<file path="config.mk">
export PLATFORM = sky130hd
export DESIGN_NAME = int4_blockwise_quantized_dot_product
export DESIGN_NICKNAME = d
export VERILOG_FILES = /design/src/i4bqd_pkg.sv /design/src/i4bqd_ctrl.sv /design/src/i4bqd_datapath.sv /design/src/int4_blockwise_quantized_dot_product.sv
export SDC_FILE = /design/constraint.sdc
export NUM_CORES = 2
export LEC_CHECK = 0
export BUFFER_PORTS_ARGS = -buffer_cell sky130_fd_sc_hd__buf_2
export CAP_MARGIN = 20
export CORE_ASPECT_RATIO = 1.75
export CORE_UTILIZATION = 51
export DETAILED_ROUTE_END_ITERATION = 6
export HOLD_SLACK_MARGIN = 0.12
export PLACE_DENSITY = 0.67
export SYNTH_ARGS = -nofsm -noshare
export SYNTH_HDL_FRONTEND = slang
export SYNTH_HIERARCHICAL = 1
export SYNTH_SLANG_ARGS = --single-unit
</file>
<file path="constraint.sdc">
create_clock -name clk -period 8.7 [get_ports clk]
set_clock_uncertainty 0.2 [all_clocks]
set_input_delay 1.305 -clock clk [delete_from_list [all_inputs] [get_ports clk]]
set_output_delay 1.305 -clock clk [all_outputs]
set_load 0.03 [all_outputs]
</file>
<file path="src/i4bqd_pkg.sv">
// Shared types and constants for the int4 blockwise quantized dot product.
// Holds the stream item layouts, register indexes and the controller/datapath links.
// No dependencies.
package i4bqd_pkg;

  // default upper bounds of the configurable sizes
  localparam int DEF_MAX_BLOCK_LENGTH = 256;
  localparam int DEF_MAX_BLOCKS       = 64;
  localparam int DEF_MAX_DIM          = 4096;

  localparam int ACT_W   = 16;
  localparam int CODE_W  = 4;
  localparam int SCALE_W = 16;
  localparam int ACC_W   = 50;
  localparam int IDX_W   = 12;

  localparam logic [CODE_W-1:0] DEFAULT_ZP = 4'd8;

  localparam longint ACC_MAX = (64'sd1 <<< (ACC_W - 1)) - 64'sd1;
  localparam longint ACC_MIN = -ACC_MAX - 64'sd1;

  localparam int CFG_IDX_W  = 3;
  localparam int CFG_DATA_W = 13;

  localparam logic [CFG_IDX_W-1:0] CFG_ZP_PRESENT = 3'd0;
  localparam logic [CFG_IDX_W-1:0] CFG_BLOCK_LEN  = 3'd1;
  localparam logic [CFG_IDX_W-1:0] CFG_BLOCKS     = 3'd2;
  localparam logic [CFG_IDX_W-1:0] CFG_ROWS       = 3'd3;
  localparam logic [CFG_IDX_W-1:0] CFG_COLS       = 3'd4;

  // input item, last field in the lowest bits
  typedef struct packed {
    logic [CODE_W-1:0]         zero_point;
    logic signed [SCALE_W-1:0] scale;
    logic [CODE_W-1:0]         weight_code;
    logic signed [ACT_W-1:0]   activation;
  } in_item_t;

  localparam int IN_W = $bits(in_item_t);

  // result item, padded to whole bytes
  typedef struct packed {
    logic [5:0]              pad;
    logic [IDX_W-1:0]        col_index;
    logic [IDX_W-1:0]        row_index;
    logic signed [ACC_W-1:0] dot_value;
  } out_item_t;

  localparam int OUT_W = $bits(out_item_t);

  typedef struct packed {
    logic accept;
    logic diff;
    logic mul;
    logic acc;
  } dp_cmd_t;

  typedef struct packed {
    logic block_end;
    logic row_done;
    logic out_busy;
  } dp_status_t;

endpackage

</file>
<file path="src/i4bqd_ctrl.sv">
// Sequencer for the quantized dot product: item accept and the block-end steps.
// Depends on i4bqd_pkg for the command and status structs.
module i4bqd_ctrl (
  input  logic                   clk,
  input  logic                   rst_n,
  input  logic                   in_tvalid,
  output logic                   in_tready,
  input  i4bqd_pkg::dp_status_t  status,
  output i4bqd_pkg::dp_cmd_t     cmd
);
  import i4bqd_pkg::*;

  typedef enum logic [3:0] {
    ST_IDLE = 4'b0001,
    ST_DIFF = 4'b0010,
    ST_MUL  = 4'b0100,
    ST_ACC  = 4'b1000
  } state_t;

  state_t state_r, state_nxt;

  always_comb begin
    state_nxt  = state_r;
    cmd        = '0;
    in_tready  = 1'b0;
    unique case (state_r)
      ST_IDLE: begin
        in_tready  = 1'b1;
        cmd.accept = in_tvalid;
        if (in_tvalid && status.block_end) state_nxt = ST_DIFF;
      end
      ST_DIFF: begin
        cmd.diff  = 1'b1;
        state_nxt = ST_MUL;
      end
      ST_MUL: begin
        cmd.mul   = 1'b1;
        state_nxt = ST_ACC;
      end
      ST_ACC: begin
        // when this step completes a row, hold while a finished result still occupies the output register
        if (!(status.row_done && status.out_busy)) begin
          cmd.acc   = 1'b1;
          state_nxt = ST_IDLE;
        end
      end
      default: state_nxt = ST_IDLE;
    endcase
  end

  always_ff @(posedge clk) begin
    if (!rst_n) state_r <= ST_IDLE;
    else        state_r <= state_nxt;
  end

endmodule

</file>
<file path="src/i4bqd_datapath.sv">
// Datapath: configuration registers, block sums, dequantization, row accumulator,
// position counters and the output register. Depends on i4bqd_pkg.
module i4bqd_datapath #(
  parameter int MAX_BLOCK_LENGTH = i4bqd_pkg::DEF_MAX_BLOCK_LENGTH,
  parameter int MAX_BLOCKS       = i4bqd_pkg::DEF_MAX_BLOCKS,
  parameter int MAX_DIM          = i4bqd_pkg::DEF_MAX_DIM
) (
  input  logic                              clk,
  input  logic                              rst_n,
  input  logic                              cfg_valid,
  input  logic [i4bqd_pkg::CFG_IDX_W-1:0]   cfg_index,
  input  logic [i4bqd_pkg::CFG_DATA_W-1:0]  cfg_data,
  input  logic [i4bqd_pkg::IN_W-1:0]        in_tdata,
  output logic                              out_tvalid,
  input  logic                              out_tready,
  output logic [i4bqd_pkg::OUT_W-1:0]       out_tdata,
  input  i4bqd_pkg::dp_cmd_t                cmd,
  output i4bqd_pkg::dp_status_t             status
);
  import i4bqd_pkg::*;

  localparam int LW  = $clog2(MAX_BLOCK_LENGTH + 1);
  localparam int BW  = $clog2(MAX_BLOCKS + 1);
  localparam int DW  = $clog2(MAX_DIM + 1);
  localparam int LG  = $clog2(MAX_BLOCK_LENGTH);
  localparam int APW = ACT_W + CODE_W + 1;          // activation * code
  localparam int WSW = APW + LG;                     // weighted sum
  localparam int ASW = ACT_W + LG + 1;               // activation sum
  localparam int ZAW = ASW + CODE_W + 1;             // zp * activation sum
  localparam int DFW = ZAW + 1;                      // difference
  localparam int PW  = SCALE_W + DFW;                // scaled difference
  localparam int SW  = ((PW > ACC_W) ? PW : ACC_W) + 1;

  localparam logic signed [SW-1:0] SAT_HI = SW'(ACC_MAX);
  localparam logic signed [SW-1:0] SAT_LO = SW'(ACC_MIN);

  in_item_t item;
  assign item = in_item_t'(in_tdata);

  // configuration
  logic                  zp_present_r;
  logic [8:0]            blk_len_r;
  logic [6:0]            nblk_r;
  logic [12:0]           rows_r;
  logic [12:0]           cols_r;

  always_ff @(posedge clk) begin
    if (!rst_n) begin
      zp_present_r <= 1'b0;
      blk_len_r    <= 9'd32;
      nblk_r       <= 7'd1;
      rows_r       <= 13'd1;
      cols_r       <= 13'd1;
    end else if (cfg_valid) begin
      unique case (cfg_index)
        CFG_ZP_PRESENT: zp_present_r <= cfg_data[0];
        CFG_BLOCK_LEN:  blk_len_r    <= cfg_data[8:0];
        CFG_BLOCKS:     nblk_r       <= cfg_data[6:0];
        CFG_ROWS:       rows_r       <= cfg_data;
        CFG_COLS:       cols_r       <= cfg_data;
        default: ;
      endcase
    end
  end

  // effective limits: zero acts as one, above the maximum acts as the maximum
  logic [LW-1:0] len_eff;
  logic [BW-1:0] nblk_eff;
  logic [DW-1:0] rows_eff, cols_eff;

  always_comb begin
    if (blk_len_r == '0)                     len_eff = LW'(1);
    else if (32'(blk_len_r) > MAX_BLOCK_LENGTH) len_eff = LW'(MAX_BLOCK_LENGTH);
    else                                     len_eff = LW'(blk_len_r);
    if (nblk_r == '0)                        nblk_eff = BW'(1);
    else if (32'(nblk_r) > MAX_BLOCKS)       nblk_eff = BW'(MAX_BLOCKS);
    else                                     nblk_eff = BW'(nblk_r);
    if (rows_r == '0)                        rows_eff = DW'(1);
    else if (32'(rows_r) > MAX_DIM)          rows_eff = DW'(MAX_DIM);
    else                                     rows_eff = DW'(rows_r);
    if (cols_r == '0)                        cols_eff = DW'(1);
    else if (32'(cols_r) > MAX_DIM)          cols_eff = DW'(MAX_DIM);
    else                                     cols_eff = DW'(cols_r);
  end

  // counters
  logic [LW-1:0] elem_r;
  logic [BW-1:0] blk_r;
  logic [DW-1:0] row_r, col_r;
  logic [LW:0]   elem_inc;
  logic [BW:0]   blk_inc;
  logic [DW:0]   row_inc, col_inc;

  assign elem_inc = {1'b0, elem_r} + 1'b1;
  assign blk_inc  = {1'b0, blk_r} + 1'b1;
  assign row_inc  = {1'b0, row_r} + 1'b1;
  assign col_inc  = {1'b0, col_r} + 1'b1;

  assign status.block_end = (elem_inc >= {1'b0, len_eff});
  assign status.row_done  = (blk_inc >= {1'b0, nblk_eff});
  assign status.out_busy  = out_tvalid && !out_tready;

  // arithmetic
  logic signed [WSW-1:0]    wsum_r;
  logic signed [ASW-1:0]    asum_r;
  logic signed [SCALE_W-1:0] scale_r;
  logic [CODE_W-1:0]        zp_r;
  logic signed [DFW-1:0]    diff_r;
  logic signed [PW-1:0]     prod_r;
  logic signed [ACC_W-1:0]  acc_r;

  logic signed [APW-1:0]    act_code;
  logic signed [ZAW-1:0]    zp_asum;
  logic signed [PW-1:0]     scaled;
  logic signed [SW-1:0]     acc_sum, acc_sat;

  assign act_code = item.activation * $signed({1'b0, item.weight_code});
  assign zp_asum  = asum_r * $signed({1'b0, zp_r});
  assign scaled   = scale_r * diff_r;
  assign acc_sum  = SW'(acc_r) + SW'(prod_r);

  always_comb begin
    if (acc_sum > SAT_HI)      acc_sat = SAT_HI;
    else if (acc_sum < SAT_LO) acc_sat = SAT_LO;
    else                       acc_sat = acc_sum;
  end

  out_item_t out_r;
  logic      out_valid_r;

  always_ff @(posedge clk) begin
    if (!rst_n) begin
      wsum_r      <= '0;
      asum_r      <= '0;
      acc_r       <= '0;
      elem_r      <= '0;
      blk_r       <= '0;
      row_r       <= '0;
      col_r       <= '0;
      out_valid_r <= 1'b0;
    end else begin
      // a new result may replace the one taken in this same cycle
      if (cmd.acc && status.row_done) out_valid_r <= 1'b1;
      else if (out_tready)            out_valid_r <= 1'b0;
      if (cmd.accept) begin
        wsum_r  <= wsum_r + WSW'(act_code);
        asum_r  <= asum_r + ASW'(item.activation);
        scale_r <= item.scale;
        zp_r    <= zp_present_r ? item.zero_point : DEFAULT_ZP;
        elem_r  <= status.block_end ? '0 : elem_inc[LW-1:0];
      end
      if (cmd.diff) begin
        diff_r <= DFW'(wsum_r) - DFW'(zp_asum);
        wsum_r <= '0;
        asum_r <= '0;
      end
      if (cmd.mul) prod_r <= scaled;
      if (cmd.acc) begin
        if (status.row_done) begin
          out_r.pad       <= '0;
          out_r.dot_value <= acc_sat[ACC_W-1:0];
          out_r.row_index <= IDX_W'(row_r);
          out_r.col_index <= IDX_W'(col_r);
          acc_r           <= '0;
          blk_r           <= '0;
          if (row_inc >= {1'b0, rows_eff}) begin
            row_r <= '0;
            col_r <= (col_inc >= {1'b0, cols_eff}) ? '0 : col_inc[DW-1:0];
          end else begin
            row_r <= row_inc[DW-1:0];
          end
        end else begin
          acc_r <= acc_sat[ACC_W-1:0];
          blk_r <= blk_inc[BW-1:0];
        end
      end
    end
  end

  assign out_tvalid = out_valid_r;
  assign out_tdata  = out_r;

endmodule

</file>
<file path="src/int4_blockwise_quantized_dot_product.sv">
// Top level of the int4 blockwise quantized dot product.
// Depends on i4bqd_pkg, i4bqd_ctrl and i4bqd_datapath.
//
// Each input item carries one Q7.8 activation and one 4-bit weight code; the
// last item of a quantization block also supplies the block scale (Q3.12) and
// zero point. An item that does not end a block is taken in the idle state. The
// item that ends a block is accepted and then runs the three-step sequence of the
// controller: the zero-point correction, the scale multiply and the saturating add
// into the row accumulator; no new item is taken meanwhile. When a row of blocks
// completes and the output register still holds an untaken result, the accumulate
// step waits until it is taken. Results (Q.20 value, row, column) come column-major.
// Configuration writes are taken in every cycle; write only while idle.
module int4_blockwise_quantized_dot_product #(
  parameter int MAX_BLOCK_LENGTH = i4bqd_pkg::DEF_MAX_BLOCK_LENGTH,
  parameter int MAX_BLOCKS       = i4bqd_pkg::DEF_MAX_BLOCKS,
  parameter int MAX_DIM          = i4bqd_pkg::DEF_MAX_DIM
) (
  input  logic                              clk,
  input  logic                              rst_n,
  input  logic                              cfg_valid,
  output logic                              cfg_ready,
  input  logic [i4bqd_pkg::CFG_IDX_W-1:0]   cfg_index,
  input  logic [i4bqd_pkg::CFG_DATA_W-1:0]  cfg_data,
  input  logic                              in_tvalid,
  output logic                              in_tready,
  // activation, weight_code, scale, zero_point
  input  logic [i4bqd_pkg::IN_W-1:0]        in_tdata,
  output logic                              out_tvalid,
  input  logic                              out_tready,
  // dot_value, row_index, col_index, zero pad
  output logic [i4bqd_pkg::OUT_W-1:0]       out_tdata
);
  import i4bqd_pkg::*;

  dp_cmd_t    cmd;
  dp_status_t status;

  assign cfg_ready = 1'b1;

  i4bqd_ctrl u_ctrl (
    .clk       (clk),
    .rst_n     (rst_n),
    .in_tvalid (in_tvalid),
    .in_tready (in_tready),
    .status    (status),
    .cmd       (cmd)
  );

  i4bqd_datapath #(
    .MAX_BLOCK_LENGTH (MAX_BLOCK_LENGTH),
    .MAX_BLOCKS       (MAX_BLOCKS),
    .MAX_DIM          (MAX_DIM)
  ) u_datapath (
    .clk        (clk),
    .rst_n      (rst_n),
    .cfg_valid  (cfg_valid),
    .cfg_index  (cfg_index),
    .cfg_data   (cfg_data),
    .in_tdata   (in_tdata),
    .out_tvalid (out_tvalid),
    .out_tready (out_tready),
    .out_tdata  (out_tdata),
    .cmd        (cmd),
    .status     (status)
  );

endmodule

</file>
# Word-level counts from Yosys, hierarchy flattened
# Cells that the tools add are included.
[op_classes] add_sub_neg=8 mul=3 n_lt_le_gt_ge=10 eq_ne=10 n_mux=26 n_bitwise=1 n_reduce_logical=24
[ops] cell="$mux W50" count=3
[ops] cell="$mux W13" count=6
[ops] cell="$add A50 B47 Y51" count=1
[ops] cell="$gt A51 B50 Y1 const B" count=1
[ops] cell="$lt A51 B50 Y1 const B" count=1
[ops] cell="$mul A16 B31 Y47" count=1
[ops] cell="$sub A29 B30 Y31" count=1
[ops] cell="$mul A25 B5 Y30" count=1
[ops] cell="$add A29 B21 Y29" count=1
[ops] cell="$add A13 B1 Y14 const B" count=2
[ops] cell="$ge A14 B13 Y1" count=2
[ops] cell="$mux W9" count=3
[ops] cell="$gt A13 B13 Y1 const B" count=2
[ops] cell="$logic_not A13 Y1" count=2
[ops] cell="$add A25 B16 Y25" count=1
[ops] cell="$mul A16 B5 Y21" count=1
[ops] cell="$mux W7" count=3
[ops] cell="$reduce_and A2 Y1" count=10
[ops] cell="$pmux W4 S4" count=1
[ops] cell="$add A9 B1 Y10 const B" count=1
[ops] cell="$ge A10 B9 Y1" count=1
[ops] cell="$gt A9 B9 Y1 const B" count=1
[ops] cell="$logic_not A9 Y1" count=1
[ops] cell="$add A7 B1 Y8 const B" count=1
[ops] cell="other kinds (21)" count=34
[word_totals] register_bits=366 input_bits=61 out_inout_bits=83 wordCells=103

# Logic depth before layout (Yosys ltp)
[depth] word_depth=9 ltp_mapped=26

# Cells and area by module
# Netlist, hierarchy kept.
[by_module_without_submodules] mod="i4bqd_datapath" instances=1 cells_each=4767 area_each_um2=43913.4
[by_module_without_submodules] mod="i4bqd_ctrl" instances=1 cells_each=22 area_each_um2=229.0
[by_module_without_submodules] mod="int4_blockwise_quantized_dot_product" instances=1 cells_each=2 area_each_um2=11.3

# Worst setup path after synthesis
# Ideal clock, no wire load.
[synth_path] path_kind="flip-flop to flip-flop" start="reg u_datapath.diff_r[7]" end="reg u_datapath.prod_r[45], data pin" setup_time_ps=258 t_arrival_ps=6205 required_ps=8242 path_slack_ps=2038 path_stages_with_launch=24 n_path_buf=1 period_less_slack_ps=6662 cell_sequence="edfxtp_1 clkbuf_1 nand2_1 fa_1 inv_1 fa_1 inv_1 fa_1 inv_1 fa_1 fa_1 inv_1 fa_1 inv_1 ha_1 nand4_1 or2_2 a211o_1 a31oi_1 o21ai_0 o21ai_0 a31oi_1 a31o_2 xnor2_1"
[synth_between] elab_chain_cells=1
[synth_lines] item="start: declaration" line="i4bqd_datapath.sv:108" source="logic signed [DFW-1:0] diff_r;"
[synth_lines] item="start signal: assignment" line="i4bqd_datapath.sv:153" source="diff_r <= DFW'(wsum_r) - DFW'(zp_asum);"
[synth_lines] item="$mul A16 B31 Y47" line="i4bqd_datapath.sv:119" source="assign scaled = scale_r * diff_r;"
[synth_lines] item="named net u_datapath.scaled[45]" line="i4bqd_datapath.sv:114" source="logic signed [PW-1:0] scaled;"
[synth_lines] item="end signal: assignment" line="i4bqd_datapath.sv:157" source="if (cmd.mul) prod_r <= scaled;"
[synth_lines] item="end: declaration" line="i4bqd_datapath.sv:109" source="logic signed [PW-1:0] prod_r;"
# The timed path passes the listed nets, and every way through them passes these cells.
# A chain may end at the register's enable or synchronous reset.

# Final worst setup path
[layout_path] start="reg u_datapath.scale_r[7]" end="reg u_datapath.prod_r[45], data pin"
[layout_between] elab_chain_cells=1
[layout_lines] item="start: declaration" line="i4bqd_datapath.sv:106" source="logic signed [SCALE_W-1:0] scale_r;"
[layout_lines] item="start signal: assignment" line="i4bqd_datapath.sv:148" source="scale_r <= item.scale;"
[layout_lines] item="$mul A16 B31 Y47" line="i4bqd_datapath.sv:119"
[layout_lines] item="named net u_datapath.scaled[45]" line="i4bqd_datapath.sv:114"
# The timed path passes the listed nets, and every way through them passes these cells.

==> flow_summary.ini <==
[synth]
ys_seq_elements = 366
yosysSeqAreaShare = 0.205
synth_area_leaders = fa_1, edfxtp_1, ha_1, dfxtp_1, inv_1
synth.top_cell.area_share = 0.280
async_flop_share = 0
synth_edf_count = 172
synth_top_flop_cell = dfxtp_1
syn_area_per_cell_um2 = 9.22
postSynthCellCount = 4791
yosys.area.top_type = fa_1
ys_types = 91
synth_warnings = 6
synth_area_um2 = 44200

[clock_tree]
cts.htree.levels = 2
postCtsSetupBuffers = 0
cts_tree = yes
cts_buffer_depth = 3
postCtsHoldBufs = 0
clkTransAtPathRegs_ns = 0.07
post_cts_resized = 0
cts_sinks = 366
numCtsBuffers = 41
insertion_delay_ns = 0.61
cts_root_buf = clkbuf_16

[layout]
mostFrequentLayoutCells = inv_1, fa_1, nand2_1, ha_1, and2_1
drive_gt1_frac = 0.0590
layout_commonest_cell = inv_1
regArea_um2 = 9050
multiInputGateArea_um2 = 31700
post-route-util = 0.552
area_growth_syn_to_layout_pct = 7.06
layout.nets = 5850
final.fill_count = 7930
instances_no_fill = 6002
num_antenna_cells = 0
postLayoutCellArea_um2 = 47300

[power_and_ir_drop]
p_leak_nw = 21.7
worst_ir_drop_vdd_mv = 0.210
finalPower_mw = 13.4
powerDensity_nw_per_um2 = 284

[floorplan]
start_util = 0.516
core_area_um2 = 85600
ios = 144
dieWidth_um = 224
fp.dieH_um = 391
rows = 142
die-area_um2 = 87800

[placement]
io_buffers = 136
post-place-ws_ns = 0.938
dp_hpwl_um = 91600
dpl_cell_area_um2 = 45900
place_congestion = 0.946
placed_cells = 5926

[worst_setup_path]
cp.arrival_ns = 8.06
path_class = reg2reg
cp-end-kind = register
required_ns = 8.86
path_max_fanout = 23
critPathLaunchType = register

[flow_run]
drv_cap = 0

[routing]
drcViolationCount = 0
drtPass1Iterations = 5
viasPerCell = 5.58
route.vias.total = 33499
wl_per_cell_um = 19.3
totalWireLength_um = 116000
postRouteAntennaNets = 0
detailedRoute.firstIterationViolations = 1851

[sta]
worst_slew_pin_slew_ns = 1.07
fmax_mhz = 127
rsz0062_at_grt = false
finalWorstSetupSlack_ns = 0.796
finalHoldViolCount = 0
post-route-period-util = 0.908
tns_ns = 0
setup_viol = 0
period_needed_ns = 7.90
final-max-slew-violation-count = 0
fin_hold_ws_ns = 0.257
slew_headroom = 0.288

[worst_hold_path]
hold_path_class = reg2reg

[global_routing]
antenna_found_initial = 2
grt_pass1_wl_um = 186000
track_usage = 0.271
grt_pass1_vias = 35717
grt_max_degree = 75
grt_remaining_overflow = 0

[run_status]
outcome = finished clean
==> kinds of logic (layout without fill, tap and decap cells) <==
group | Yosys count | in the layout | share of synthesized area
AO/OA/AOI/OAI | 807 | 807 | 0.121
adder cells (fa/ha/maj) | 993 | 993 | 0.385
XOR/XNOR | 199 | 199 | 0.0396
buffers and inverters | 910 | 964 | 0.0784
flip-flops | 366 | 366 | 0.205
multiplexers | 40 | 40 | 0.00907
AND/OR/NAND/NOR | 1474 | 1474 | 0.162
other | 2 | 7 | 0.000170
==> worst max-delay path, stage by stage, from the launching register on <==
cell      delay (ns)
edfxtp_1        0.53
buf_4           0.37
nand2_1         0.15
fa_1            0.57
inv_1           0.05
fa_1            0.48
fa_1            0.58
fa_1            0.44
fa_1            0.49
inv_1           0.05
fa_1            0.47
inv_1           0.04
ha_1            0.34
nand4_1         0.20
or2_2           0.34
a211o_1         0.25
a31oi_1         0.35
buf_4           0.22
o21ai_0         0.31
o21ai_0         0.56
a31oi_1         0.25
a31o_2          0.29
xnor2_1         0.11
==> worst paths after layout <==
kind	start	to	slack (ns)	depth (start not counted)
max	u_datapath/scale_r[7]$_DFFE_PP_	u_datapath/prod_r[45]$_DFFE_PP_	0.80	22
min	u_datapath/acc_r[24]$_SDFFE_PN0P_	u_datapath/acc_r[24]$_SDFFE_PN0P_	0.26	2
max reg2reg	u_datapath/scale_r[7]$_DFFE_PP_	u_datapath/prod_r[45]$_DFFE_PP_	0.80	22
min reg2reg	u_datapath/acc_r[24]$_SDFFE_PN0P_	u_datapath/acc_r[24]$_SDFFE_PN0P_	0.26	2
==> cell usage after synthesis (8+ instances only) <==
| library cell | instances |
|---|---|
| nor2_1 | 210 |
| ha_1 | 354 |
| a22o_1 | 11 |
| buf_1 | 8 |
| fa_1 | 618 |
| or2_2 | 8 |
| or3_1 | 12 |
| inv_1 | 705 |
| nand3_1 | 70 |
| nor2b_1 | 41 |
| edfxtp_1 | 172 |
| nand4_1 | 32 |
| o21bai_1 | 25 |
| nand2b_1 | 38 |
| xnor2_1 | 126 |
| maj3_1 | 21 |
| buf_4 | 9 |
| mux2i_1 | 40 |
| o21ai_0 | 148 |
| and2_1 | 322 |
| o21a_1 | 31 |
| and3_1 | 40 |
| a211oi_1 | 28 |
| dfxtp_1 | 194 |
| nor3_1 | 49 |
| a31oi_1 | 19 |
| o31ai_1 | 14 |
| xor2_1 | 72 |
| a21boi_0 | 71 |
| clkbuf_1 | 174 |
| a21o_1 | 97 |
| buf_2 | 11 |
| a21oi_1 | 205 |
| o211ai_1 | 24 |
| nand2_1 | 606 |
| o21ai_1 | 23 |
| nor4_1 | 8 |
| a221o_1 | 13 |
==> power by group <==
part	internal (mW)	switching, mW	total (mW)
clock network	1.06	0.804	1.86
logic	3.88	5.25	9.13
registers	2.29	0.129	2.42
==> layer usage <==
layer	part of all wire	global-route usage	up-vias
li1	-	-	15657
met4	0.065	0.156	0
met5	0	0	-
met3	0.041	0.0289	348
met1	0.36	0.289	16592
met2	0.53	0.513	902
==> flip-flops by register name (all words and copies together), names as in the netlist <==
name,flops
u_datapath/blk_r,7
u_datapath/cols_r,13
u_datapath/asum_r,25
u_datapath/row_r,13
u_datapath/wsum_r,29
u_datapath/zp_r,4
u_datapath/nblk_r,7
u_datapath/zp_present_r,1
u_ctrl/state_r,4
u_datapath/prod_r,47
u_datapath/diff_r,31
u_datapath/col_r,13
u_datapath/acc_r,50
u_datapath/out_tdata,74
u_datapath/blk_len_r,9
u_datapath/rows_r,13
u_datapath/scale_r,16
u_datapath/elem_r,9
u_datapath/out_tvalid,1
==> cell type report <==
class / instances / share of cell area
tap: 1152 / 0.0305
inverter: 708 / 0.0562
clock buffer: 53 / 0.0240
multi-input combinational: 3520 / 0.670
sequential: 366 / 0.191
timing repair buffer: 180 / 0.0217
clock inverter: 23 / 0.00585
Note: power is estimated with default switching activity, not from simulation.
